## src/hdl/gps_pkg.sv

```systemverilog
// Shared constants, types and the sine gain table for the granular pitch shifter.
package gps_pkg;

	localparam int HISTORY_DEPTH_DEF = 8192;
	localparam int SAMPLE_BITS_DEF   = 24;

	localparam int RATIO_W  = 18;
	localparam int MIX_W    = 16;
	localparam int WIN_W    = 13;
	localparam int FRAC_W   = 16;
	localparam int DELAY_W  = WIN_W + FRAC_W;
	localparam int PHASE_W  = 16;
	localparam int GAIN_W   = 16;
	localparam int REM_W    = WIN_W + 1;

	localparam int RATIO_MIN = 32768;
	localparam int RATIO_MAX = 131072;
	localparam int MIX_MAX   = 32768;
	localparam int WIN_MIN   = 256;
	localparam int WIN_GUARD = 200;

	localparam int CFG_IDX_W  = 3;
	localparam int CFG_DATA_W = 18;

	localparam logic [CFG_IDX_W-1:0] CFG_RATE_RATIO    = 3'd0;
	localparam logic [CFG_IDX_W-1:0] CFG_MIX_LEVEL     = 3'd1;
	localparam logic [CFG_IDX_W-1:0] CFG_WINDOW_LENGTH = 3'd2;
	localparam logic [CFG_IDX_W-1:0] CFG_BYPASS_ENABLE = 3'd3;

	localparam logic [RATIO_W-1:0] RATIO_RESET = 18'd65536;
	localparam logic [MIX_W-1:0]   MIX_RESET   = 16'd32768;
	localparam logic [WIN_W-1:0]   WIN_RESET   = 13'd2400;

	// quarter wave of sin, Q1.15
	localparam logic [15:0] QSINE [0:64] = '{
		16'd0, 16'd804, 16'd1608, 16'd2411, 16'd3212, 16'd4011, 16'd4808, 16'd5602,
		16'd6393, 16'd7180, 16'd7962, 16'd8740, 16'd9512, 16'd10279, 16'd11039,
		16'd11793, 16'd12540, 16'd13279, 16'd14010, 16'd14733, 16'd15447, 16'd16151,
		16'd16846, 16'd17531, 16'd18205, 16'd18868, 16'd19520, 16'd20160, 16'd20788,
		16'd21403, 16'd22006, 16'd22595, 16'd23170, 16'd23732, 16'd24279, 16'd24812,
		16'd25330, 16'd25833, 16'd26320, 16'd26791, 16'd27246, 16'd27684, 16'd28106,
		16'd28511, 16'd28899, 16'd29269, 16'd29622, 16'd29957, 16'd30274, 16'd30572,
		16'd30853, 16'd31114, 16'd31357, 16'd31581, 16'd31786, 16'd31972, 16'd32138,
		16'd32286, 16'd32413, 16'd32522, 16'd32610, 16'd32679, 16'd32729, 16'd32758,
		16'd32768
	};

	typedef struct packed {
		logic               start;
		logic [DELAY_W-1:0] dividend;
		logic [WIN_W-1:0]   divisor;
	} div_req_t;

	typedef struct packed {
		logic               done;
		logic [PHASE_W-1:0] quot;
		logic [WIN_W-1:0]   rem_hi;
	} div_rsp_t;

	// sin(pi*q/65536): fold to a quarter wave, interpolate over 9 fraction bits
	function automatic logic [GAIN_W-1:0] sine_gain(input logic [PHASE_W-1:0] q);
		logic [16:0] u;
		logic [6:0]  i;
		logic [8:0]  f;
		logic [15:0] t0;
		logic [15:0] t1;
		logic [24:0] p;
		logic [GAIN_W-1:0] g;
		u = q[15] ? (17'd65536 - {1'b0, q}) : {1'b0, q};
		i = u[15:9];
		f = u[8:0];
		if (u[16] || i[6]) begin
			g = QSINE[64];
		end else begin
			t0 = QSINE[i];
			t1 = QSINE[i + 7'd1];
			p = 25'(t1 - t0) * 25'(f);
			g = t0 + 16'(p >> 9);
		end
		return g;
	endfunction

endpackage

```

## src/hdl/gps_divider.sv

```systemverilog
// Radix-256 restoring divider of the read delay by the window length.
module gps_divider (
	input  logic              clk,
	input  logic              arst_n,
	input  gps_pkg::div_req_t req,
	output gps_pkg::div_rsp_t rsp
);
	localparam int STEP = 8;

	logic                         busy_q;
	logic [1:0]                   cnt_q;
	logic [31:0]                  dvd_q;
	logic [gps_pkg::WIN_W-1:0]    dvs_q;
	logic [gps_pkg::REM_W-1:0]    rem_q;
	logic [gps_pkg::PHASE_W-1:0]  quo_q;
	logic [gps_pkg::WIN_W-1:0]    rhi_q;
	logic                         done_q;

	logic [gps_pkg::REM_W-1:0] rem_n;
	logic [STEP-1:0]           qb_n;

	always_comb begin
		logic [gps_pkg::REM_W-1:0] r;
		r = rem_q;
		qb_n = '0;
		for (int k = 0; k < STEP; k++) begin
			r = {r[gps_pkg::REM_W-2:0], dvd_q[31-k]};
			if (r >= {1'b0, dvs_q}) begin
				r = r - {1'b0, dvs_q};
				qb_n[STEP-1-k] = 1'b1;
			end
		end
		rem_n = r;
	end

	always_ff @(posedge clk or negedge arst_n) begin
		if (!arst_n) begin
			busy_q <= 1'b0;
			cnt_q  <= '0;
			done_q <= 1'b0;
		end else begin
			done_q <= 1'b0;
			if (req.start) begin
				busy_q <= 1'b1;
				cnt_q  <= '0;
			end else if (busy_q) begin
				cnt_q <= cnt_q + 2'd1;
				if (cnt_q == 2'd3) begin
					busy_q <= 1'b0;
					done_q <= 1'b1;
				end
			end
		end
	end

	always_ff @(posedge clk) begin
		if (req.start) begin
			dvd_q <= 32'(req.dividend);
			dvs_q <= req.divisor;
			rem_q <= '0;
			quo_q <= '0;
		end else if (busy_q) begin
			dvd_q <= dvd_q << STEP;
			rem_q <= rem_n;
			quo_q <= {quo_q[gps_pkg::PHASE_W-STEP-1:0], qb_n};
			// after the upper 16 dividend bits the remainder is the whole-sample delay mod W
			if (cnt_q == 2'd1) begin
				rhi_q <= rem_n[gps_pkg::WIN_W-1:0];
			end
		end
	end

	assign rsp.done   = done_q;
	assign rsp.quot   = quo_q;
	assign rsp.rem_hi = rhi_q;
endmodule

```

## config.mk

```make
export PLATFORM = sky130hd
export DESIGN_NAME = gps_divider
export DESIGN_NICKNAME = d
export VERILOG_FILES = /design/src/hdl/gps_pkg.sv /design/src/hdl/gps_divider.sv
export SDC_FILE = /design/constraint.sdc
export NUM_CORES = 1
export LEC_CHECK = 0
export ABC_AREA = 1
export ABC_CLOCK_PERIOD_IN_PS = 21800
export BUFFER_PORTS_ARGS = -buffer_cell sky130_fd_sc_hd__buf_2
export CAP_MARGIN = 20
export CORE_MARGIN = 2
export CORE_UTILIZATION = 40
export DETAILED_ROUTE_END_ITERATION = 7
export PLACE_DENSITY = 0.66
export SETUP_SLACK_MARGIN = 0.1
export SLEW_MARGIN = 40
export SYNTH_ARGS = -nofsm -noshare
export SYNTH_HDL_FRONTEND = slang
export SYNTH_SLANG_ARGS = --single-unit
```

## constraint.sdc

```tcl
create_clock -name clk -period 21.8 [get_ports clk]
set_input_delay 4.36 -clock clk [delete_from_list [all_inputs] [get_ports clk]]
set_output_delay 4.36 -clock clk [all_outputs]
set_load 0.05 [all_outputs]
```

# Word level (Yosys, flattened, before mapping)
# Cells that the tools add are included.
# word_totals
ff_bits,91
input_bits,45
# op_classes
addsub,9
n_lt_le_gt_ge,8
eq_ne,2
n_mux,26
bitwise,1
n_reduce_logical,2
# ops
operator,n
greater-or-equal comparator 14 x 13 -> 1 bit,8
two-way mux 13 bit,8
subtractor 13 bit,8
two-way mux 29 bit,2
two-way mux 1 bit,14
two-way mux 2 bit,2
AND reduction 3 bit,1
"adder 2 x 1 -> 2 bit, second input constant",1
"equality test 2 x 1 -> 1 bit, second input constant",1
"equality test 2 bit, second input constant",1
nonzero test 2 bit,1
NOT 1 bit,1

# Depth between registers and ports, before layout
# Gate-level depths: netlist (run 1).
# depth
word_depth,16
depth_mapped,115
mapped_depth_nobuf,109

# Worst setup path after synthesis (run 1)
# No wires, ideal clock.
# synth_timing
path_kind,flip-flop to flip-flop
startpoint,register dvs_q[1] (netlist bit)
endpoint,"register rhi_q[0] (netlist bit), data pin"
setup_time_ns,0.255
arrival_ns,15.736
slack_ns,5.810
path_stages_with_launch,109
path_buffers,10
cell_sequence,edfxtp_1 > inv_1 > ha_1 > nand2_1 > nor2_1 > nand4_1 > nand3_2 > buf_6 > buf_2 > nand2_1 > a21boi_0 > inv_1 > ha_1 > a21oi_2 > o21ai_2 > nand2_1 > nand3_1 > a21oi_1 > [73 not listed] > nand2_1 > inv_1 > fa_1 > nand3_1 > nand2_1 > a21oi_1 > o21a_1 > nor2_1 > nor2_1 > o21ai_0 > nand2_1 > nand2_1 > a21oi_1 > o21ai_0 > a211oi_1 > clkbuf_1 > nand3_1 > and2_1
# synth_between
elab_chain_len,16
elab_cells_between_ends,23
# synth_lines
item,line_no,text
"start, declared",gps_divider.sv:13,logic [gps_pkg::WIN_W-1:0] dvs_q;
"start signal, assigned",gps_divider.sv:59,dvs_q <= req.divisor;
subtractor 13 bit / greater-or-equal comparator 14 x 13 -> 1 bit (equally long branches),"gps_divider.sv:29, gps_divider.sv:28",
two-way mux 13 bit,gps_divider.sv:28,"if (r >= {1'b0, dvs_q}) begin"
subtractor 13 bit / greater-or-equal comparator 14 x 13 -> 1 bit (equally long branches),"gps_divider.sv:29, gps_divider.sv:28",
two-way mux 13 bit,gps_divider.sv:28,
subtractor 13 bit / greater-or-equal comparator 14 x 13 -> 1 bit (equally long branches),"gps_divider.sv:29, gps_divider.sv:28",
two-way mux 13 bit,gps_divider.sv:28,
subtractor 13 bit / greater-or-equal comparator 14 x 13 -> 1 bit (equally long branches),"gps_divider.sv:29, gps_divider.sv:28",
two-way mux 13 bit,gps_divider.sv:28,
subtractor 13 bit / greater-or-equal comparator 14 x 13 -> 1 bit (equally long branches),"gps_divider.sv:29, gps_divider.sv:28",
two-way mux 13 bit,gps_divider.sv:28,
subtractor 13 bit / greater-or-equal comparator 14 x 13 -> 1 bit (equally long branches),"gps_divider.sv:29, gps_divider.sv:28",
two-way mux 13 bit,gps_divider.sv:28,
subtractor 13 bit / greater-or-equal comparator 14 x 13 -> 1 bit (equally long branches),"gps_divider.sv:29, gps_divider.sv:28",
two-way mux 13 bit,gps_divider.sv:28,
greater-or-equal comparator 14 x 13 -> 1 bit (*),gps_divider.sv:28,
two-way mux 13 bit (*),gps_divider.sv:28,
"named net rem_n, one bit",gps_divider.sv:19,logic [gps_pkg::REM_W-1:0] rem_n;
"end signal, assigned",gps_divider.sv:68,rhi_q <= rem_n[gps_pkg::WIN_W-1:0];
"end, declared",gps_divider.sv:16,logic [gps_pkg::WIN_W-1:0] rhi_q;
# Mark *: on every way through the listed nets, which the timed path passes. The rest lies on a longest branch.
# A chain may end at the register's enable or synchronous reset.

# Worst setup path in the final report (run 1)
# layout_timing
startpoint,register dvs_q[1] (netlist bit)
endpoint,"register rhi_q[11] (netlist bit), data pin"
# layout_between
elab_chain_len,16
elab_cells_between_ends,24
# layout_lines
item,line_no
subtractor 13 bit / greater-or-equal comparator 14 x 13 -> 1 bit (equally long branches),"gps_divider.sv:29, gps_divider.sv:28"
two-way mux 13 bit,gps_divider.sv:28
subtractor 13 bit / greater-or-equal comparator 14 x 13 -> 1 bit (equally long branches),"gps_divider.sv:29, gps_divider.sv:28"
two-way mux 13 bit,gps_divider.sv:28
subtractor 13 bit / greater-or-equal comparator 14 x 13 -> 1 bit (equally long branches),"gps_divider.sv:29, gps_divider.sv:28"
two-way mux 13 bit,gps_divider.sv:28
subtractor 13 bit / greater-or-equal comparator 14 x 13 -> 1 bit (equally long branches),"gps_divider.sv:29, gps_divider.sv:28"
two-way mux 13 bit,gps_divider.sv:28
subtractor 13 bit / greater-or-equal comparator 14 x 13 -> 1 bit (equally long branches),"gps_divider.sv:29, gps_divider.sv:28"
two-way mux 13 bit,gps_divider.sv:28
subtractor 13 bit / greater-or-equal comparator 14 x 13 -> 1 bit (equally long branches),"gps_divider.sv:29, gps_divider.sv:28"
two-way mux 13 bit,gps_divider.sv:28
subtractor 13 bit / greater-or-equal comparator 14 x 13 -> 1 bit (equally long branches),"gps_divider.sv:29, gps_divider.sv:28"
two-way mux 13 bit,gps_divider.sv:28
subtractor 13 bit / greater-or-equal comparator 14 x 13 -> 1 bit (equally long branches),"gps_divider.sv:29, gps_divider.sv:28"
two-way mux 13 bit (*),gps_divider.sv:28
"named net rem_n, one bit",gps_divider.sv:19
# Marks and branches as above.

==> results of run 1 <==
worst max path at each step:
| stage | depth (start not counted) | end | slack (ns) |
|---|---|---|---|
| 2_1_floorplan | 108 | rhi_q[0] | 5.81 |
| 3_3_place_gp | 98 | rhi_q[11] | 3.99 |
| 3_5_place_dp | 100 | rhi_q[11] | 3.55 |
| 4_1_cts | 98 | rhi_q[11] | 3.50 |
| 5_1_grt | 103 | rem_q[11] | 1.52 |
| 6_report | 100 | rhi_q[11] | 3.35 |
stage by stage:
step           hold slack [ns]  cells  utilization
2_1_floorplan           0.4215   1404            -
3_3_place_gp            0.4328   1770       0.4364
3_5_place_dp            0.4455   1770       0.4364
4_1_cts                 0.4613   1786       0.4490
5_1_grt                 0.4802   1786       0.4490
6_report                0.4552   1786       0.4490
layer usage:
metal,vias up,share of wire
li1,4670,-
met1,4149,0.45
met2,238,0.48
met3,64,0.049
met4,0,0.030
met5,-,0
sequential cells by signal (all words and copies together), names as in the netlist:
name	cells
quo_q	16
busy_q	1
dvd_q	32
rhi_q	13
done_q	1
rem_q	13
dvs_q	13
cnt_q	2
cell families after synthesis:
kind of cell             after synthesis
adder cells (fa/ha/maj)              114
AO/OA/AOI/OAI                        202
XOR/XNOR                              80
buffers and inverters                248
flip-flops                            91
AND/OR/NAND/NOR                      669
cells in the final DEF, fill, tap and decap left out, types with 9 or more instances in the layout:
| cell type | netlist | final |
|---|---|---|
| dfxtp_1 | 32 | 32 |
| ha_1 | 106 | 106 |
| clkbuf_16 | 0 | 9 |
| and2_1 | 13 | 13 |
| edfxtp_1 | 55 | 55 |
| xor2_1 | 49 | 49 |
| a21oi_1 | 74 | 74 |
| nand2_2 | 11 | 11 |
| o21bai_1 | 10 | 10 |
| nand3_1 | 94 | 94 |
| inv_1 | 210 | 210 |
| xnor2_1 | 31 | 31 |
| nand2_1 | 443 | 443 |
| nor2_1 | 58 | 57 |
| nand4_1 | 15 | 15 |
| o21ai_0 | 69 | 69 |
| buf_2 | 10 | 74 |
worst reg2reg max path, delay by kind of cell (launching register included):
| family | cells | cell delay, ns |
|---|---|---|
| and+or+nand+nor | 45 | 5.73 |
| DFF | 1 | 0.70 |
| adders and majority gates | 8 | 2.95 |
| buffers and inverters | 13 | 1.59 |
| AOI/OAI and AO/OA | 34 | 7.25 |
area by class of cell:
class / count / area, um2 / share of cell area
tap: 319 / 399.1 / 0.03776
sequential: 91 / 2392 / 0.2263
clock buffer: 11 / 232.7 / 0.02202
multi-input combinational: 1065 / 6261 / 0.5923
timing repair buffer: 80 / 415.4 / 0.03930
clock inverter: 5 / 62.56 / 0.005919
inverter: 215 / 807.0 / 0.07635
==> flow_summary.json, run 1 <==
{
  "synth_warnings": 0,
  "synth_compound_area_frac": 0.1207,
  "cts_hold_buf": 0,
  "async_flop_share": 0.04396,
  "die_area_um2": 25370,
  "synth_edf_count": 55,
  "ctsResizeCount": 0,
  "layout.nets": 1621,
  "viasPerCell": 5.107,
  "cpPeakStageDelay_ns": 0.70,
  "htree_num_levels": 3,
  "area_growth_pct": 9.614,
  "outcome": "finished, final reports clean",
  "grt_overflow": 0,
  "cts-root-buf": "clkbuf_16",
  "io_pins": 75,
  "worstHoldPathType": "reg -> reg",
  "cts_tree": "yes",
  "crit_start": "dvs_q[1]",
  "skew_ns": 0.008586,
  "synth_flop_cell": "edfxtp_1",
  "critPathLaunchType": "flip-flop",
  "path_max_fanout": 21,
  "reg2reg_slack_ns": 3.35,
  "crit_path_frequent_cell": "nand2_1",
  "critPathBufInv": 13,
  "globalplace.congestion": 0.9725,
  "routed_wl_mm": 27.54,
  "max_slew.worst_pin.slew_ns": 0.6559,
  "grt_max_degree": 47,
  "rsz0062_at_grt": "no",
  "pre_cts_ws_ns": 3.550,
  "synthDistinctLibCells": 47,
  "hold_start": "dvd_q[23]",
  "wl_per_cell_um": 15.42,
  "synthAdderAreaFrac": 0.1541,
  "first_pass_iters": 5,
  "setup_viol_count_final": 0,
  "cp-end-kind": "flip-flop",
  "grt_use_met2": 0.3812,
  "rows": 56,
  "synth_top_family_by_area": "simple AND/OR/NAND/NOR gates",
  "num-fill-cells": 2516,
  "die_x_um": 159.3,
  "initial_utilization": 0.4096,
  "slew_violations": 0,
  "synth_xor_area_frac": 0.07266,
  "drive_gt1_frac": 0.09611,
  "yosysTopAreaCell": "nand2_1",
  "dp_hpwl_mm": 21.42,
  "hold_path_end": "dvd_q[31]",
  "cts.sinks": 91,
  "grt_busiest_layer": "met2",
  "relSlewSlack": 0.5602,
  "antenna_cells": 0,
  "dpl_cell_area_um2": 10270,
  "cts_buffers": 9,
  "reg2reg_to": "rhi_q[11]",
  "gr-usage-met1": 0.2708,
  "hold_viol_final": 0,
  "cpMaxStageDelayCell": "edfxtp_1",
  "fp.dieH_um": 159.3,
  "use_met3": 0.03074,
  "grt_pass1_wl_mm": 44.06,
  "syn-num-nets": 1563,
  "crit_arrival_ns": 18.56,
  "design_area_um2": 10570,
  "setup_ws_ns": 3.354,
  "ys_ff_latch": 91,
  "yosys.area_share.simple": 0.3015,
  "track_usage": 0.2165,
  "fin_crit_sh": 0.8462,
  "fmax_mhz": 54.21,
  "clk_latency_ns": 0.36,
  "yosysSeqAreaShare": 0.2481,
  "first_iter_violations": 616,
  "yosysMostFrequentCell": "nand2_1",
  "r2r_cells": 100,
  "path_delay_family": "compound AO/OA/AOI/OAI gates",
  "synth_top_area_share": 0.1724,
  "synth_mux_area_frac": 0,
  "path_clk_slew_ns": 0.07,
  "grt_pass1_vias": 8660,
  "period_needed_ns": 18.45,
  "final_antenna_net_count": 0,
  "antenna_found_initial": 0,
  "core_area_um2": 23540,
  "post_cts_buffers": 0,
  "hold-path-cell-count": 2,
  "tns_ns": 0,
  "vias": 9121,
  "r2r_start": "dvs_q[1]",
  "synth_area_um2": 9643,
  "synth_area_leaders": "nand2_1 (17%), edfxtp_1 (17%), ha_1 (14%)",
  "cap_viol_max_count": 0,
  "clk_path_buf_depth": 2,
  "drcViolationCount": 0,
  "port_buffers": 74,
  "netlist_instances": 1404,
  "synth_common_cells": "nand2_1 (443), inv_1 (210), ha_1 (106)",
  "required_ns": 21.91,
  "synth.avg_cell_area_um2": 6.868,
  "path_class": "reg -> reg"
}
Power of run 1 is left out: the tool's default activity adds up to more than one toggle a clock period on the data nets, which glitch-free logic cannot reach.
==> run 2, diff against run 1 <==
--- a/config.mk
+++ b/config.mk
@@ -6,13 +6,13 @@
 export NUM_CORES = 1
 export LEC_CHECK = 0
 export ABC_AREA = 1
-export ABC_CLOCK_PERIOD_IN_PS = 21800
+export ABC_CLOCK_PERIOD_IN_PS = 14900
 export BUFFER_PORTS_ARGS = -buffer_cell sky130_fd_sc_hd__buf_2
 export CAP_MARGIN = 20
 export CORE_MARGIN = 2
 export CORE_UTILIZATION = 40
 export DETAILED_ROUTE_END_ITERATION = 7
-export PLACE_DENSITY = 0.66
+export PLACE_DENSITY = 0.68
 export SETUP_SLACK_MARGIN = 0.1
 export SLEW_MARGIN = 40
 export SYNTH_ARGS = -nofsm -noshare
==> constraint.sdc (replaced) <==
create_clock -name clk -period 14.9 [get_ports clk]
set_input_delay 2.98 -clock clk [delete_from_list [all_inputs] [get_ports clk]]
set_output_delay 2.98 -clock clk [all_outputs]
set_load 0.05 [all_outputs]
==> flow_summary.json, run 2 (synthesis results as in run 1) <==
{
  "relSlewSlack": 0.5773,
  "critPathLaunchType": "flip-flop",
  "fp.dieH_um": 159.3,
  "design_area_um2": 12860,
  "period_needed_ns": 14.21,
  "antenna_found_initial": 0,
  "die_x_um": 159.3,
  "required_ns": 15.20,
  "rows": 56,
  "fmax_mhz": 70.36,
  "globalplace.congestion": 1.002,
  "slew_violations": 0,
  "track_usage": 0.2363,
  "cp-end-kind": "flip-flop",
  "drcViolationCount": 0,
  "viasPerCell": 5.080,
  "first_pass_iters": 5,
  "antenna_cells": 0,
  "top_register": "dvd_q",
  "htree_num_levels": 3,
  "cts.sinks": 91,
  "area_growth_pct": 33.37,
  "cpPeakStageDelay_ns": 0.45,
  "dp_cells": 1873,
  "cts_hold_buf": 0,
  "grt_max_degree": 38,
  "outcome": "finished, final reports clean",
  "routed_wl_mm": 31.44,
  "hold_viol_final": 0,
  "max_slew.worst_pin.slew_ns": 0.6333,
  "setup_viol_count_final": 0,
  "wl_met1_mm": 13.32,
  "wl_per_cell_um": 16.24,
  "stdcell_count": 1936,
  "first_iter_violations": 475,
  "cap_viol_max_count": 0,
  "wl_met3_mm": 1.351,
  "wl_met2_mm": 15.12,
  "grt_overflow": 0,
  "crit_path_frequent_cell": "nand2_1",
  "final_common_cell": "nand2_1",
  "grt_pass1_vias": 9243,
  "cts-root-buf": "clkbuf_16",
  "io_pins": 75,
  "largest_reg_flops": 32,
  "grt_pass1_wl_mm": 47.38,
  "cpMaxStageDelayCell": "edfxtp_1",
  "clk_path_buf_depth": 2,
  "die_area_um2": 25370,
  "drive_gt1_frac": 0.3043,
  "num-fill-cells": 2195,
  "dpl_cell_area_um2": 11140,
  "path_clk_slew_ns": 0.08,
  "core_area_um2": 23540,
  "clk_latency_ns": 0.36,
  "skew_ns": 0.01114,
  "layout.nets": 1771,
  "cts_tree": "yes",
  "port_buffers": 74,
  "vias": 9835,
  "path_max_fanout": 14,
  "final_cell_mix": "nand2_1 (404), inv_1 (184), buf_4 (139)",
  "top_regs": "dvd_q (32), quo_q (16)",
  "cts_buffers": 9,
  "path_class": "reg -> reg",
  "final_antenna_net_count": 0,
  "fin_crit_sh": 0.9538,
  "initial_utilization": 0.4096,
  "crit_arrival_ns": 14.52,
  "dp_hpwl_mm": 24.20,
  "worstHoldPathType": "reg -> reg",
  "routed.top_layer": "met4"
}
run 2: final cells by class:
class / instances / area [um2] / share of cell area
well taps: 319 / 399.1 / 0.03103
inverters: 215 / 807.0 / 0.06275
flip-flops and latches: 91 / 2392 / 0.1860
multi-input cells: 1067 / 7363 / 0.5725
clock buffers: 12 / 289.0 / 0.02247
repair buffers: 228 / 1583 / 0.1231
clock inverters: 4 / 27.53 / 0.002140
run 2: worst paths after layout:
| path | to | startpoint | cells past startpoint | slack (ns) |
|---|---|---|---|---|
| max | rem_q[9] | dvs_q[10] | 106 | 0.69 |
| min | dvd_q[30] | dvd_q[22] | 2 | 0.45 |
| max reg2reg | rem_q[9] | dvs_q[10] | 106 | 0.69 |
| min reg2reg | dvd_q[30] | dvd_q[22] | 2 | 0.45 |
| max in group asynchronous | busy_q | arst_n | 1 | 12.37 |
| min in group asynchronous | cnt_q[0] | arst_n | 1 | 2.41 |
run 2: critical path: cells and delay by family (launching register included):
| kind | cells | cell delay (ns) |
|---|---|---|
| AO/OA/AOI/OAI | 32 | 5.12 |
| AND/OR/NAND/NOR | 48 | 4.62 |
| adder cells (fa/ha/maj) | 8 | 2.24 |
| buffers and inverters | 18 | 1.67 |
| flip-flops | 1 | 0.45 |
run 2: per-stage QoR:
step	setup TNS, ns	utilization	setup WS, ns	hold slack [ns]
after floorplan	0	-	0.1176	0.4215
after global placement	-0.9095	0.4733	-0.07499	0.4250
after detailed placement	-9.305	0.4733	-0.4016	0.4425
after CTS	0	0.4929	0.1115	0.4551
after global routing	-7.037	0.5463	-0.2964	0.4958
final	0	0.5463	0.6883	0.4502
run 2: layer usage:
metal / up-vias / global-route usage
li1: 4977 / -
met1: 4544 / 0.2885
met2: 238 / 0.4042
met3: 76 / 0.03985
met4: 0 / 0.1149
met5: - / 0
run 2: what timing repair did:
item,4_1_cts,5_1_grt
pin swaps,6,64
setup buffers,9,34
cloned,2,2
setup endpoints to repair,27,27
gates resized for setup,19,232
Power of run 2 is left out for the same reason.
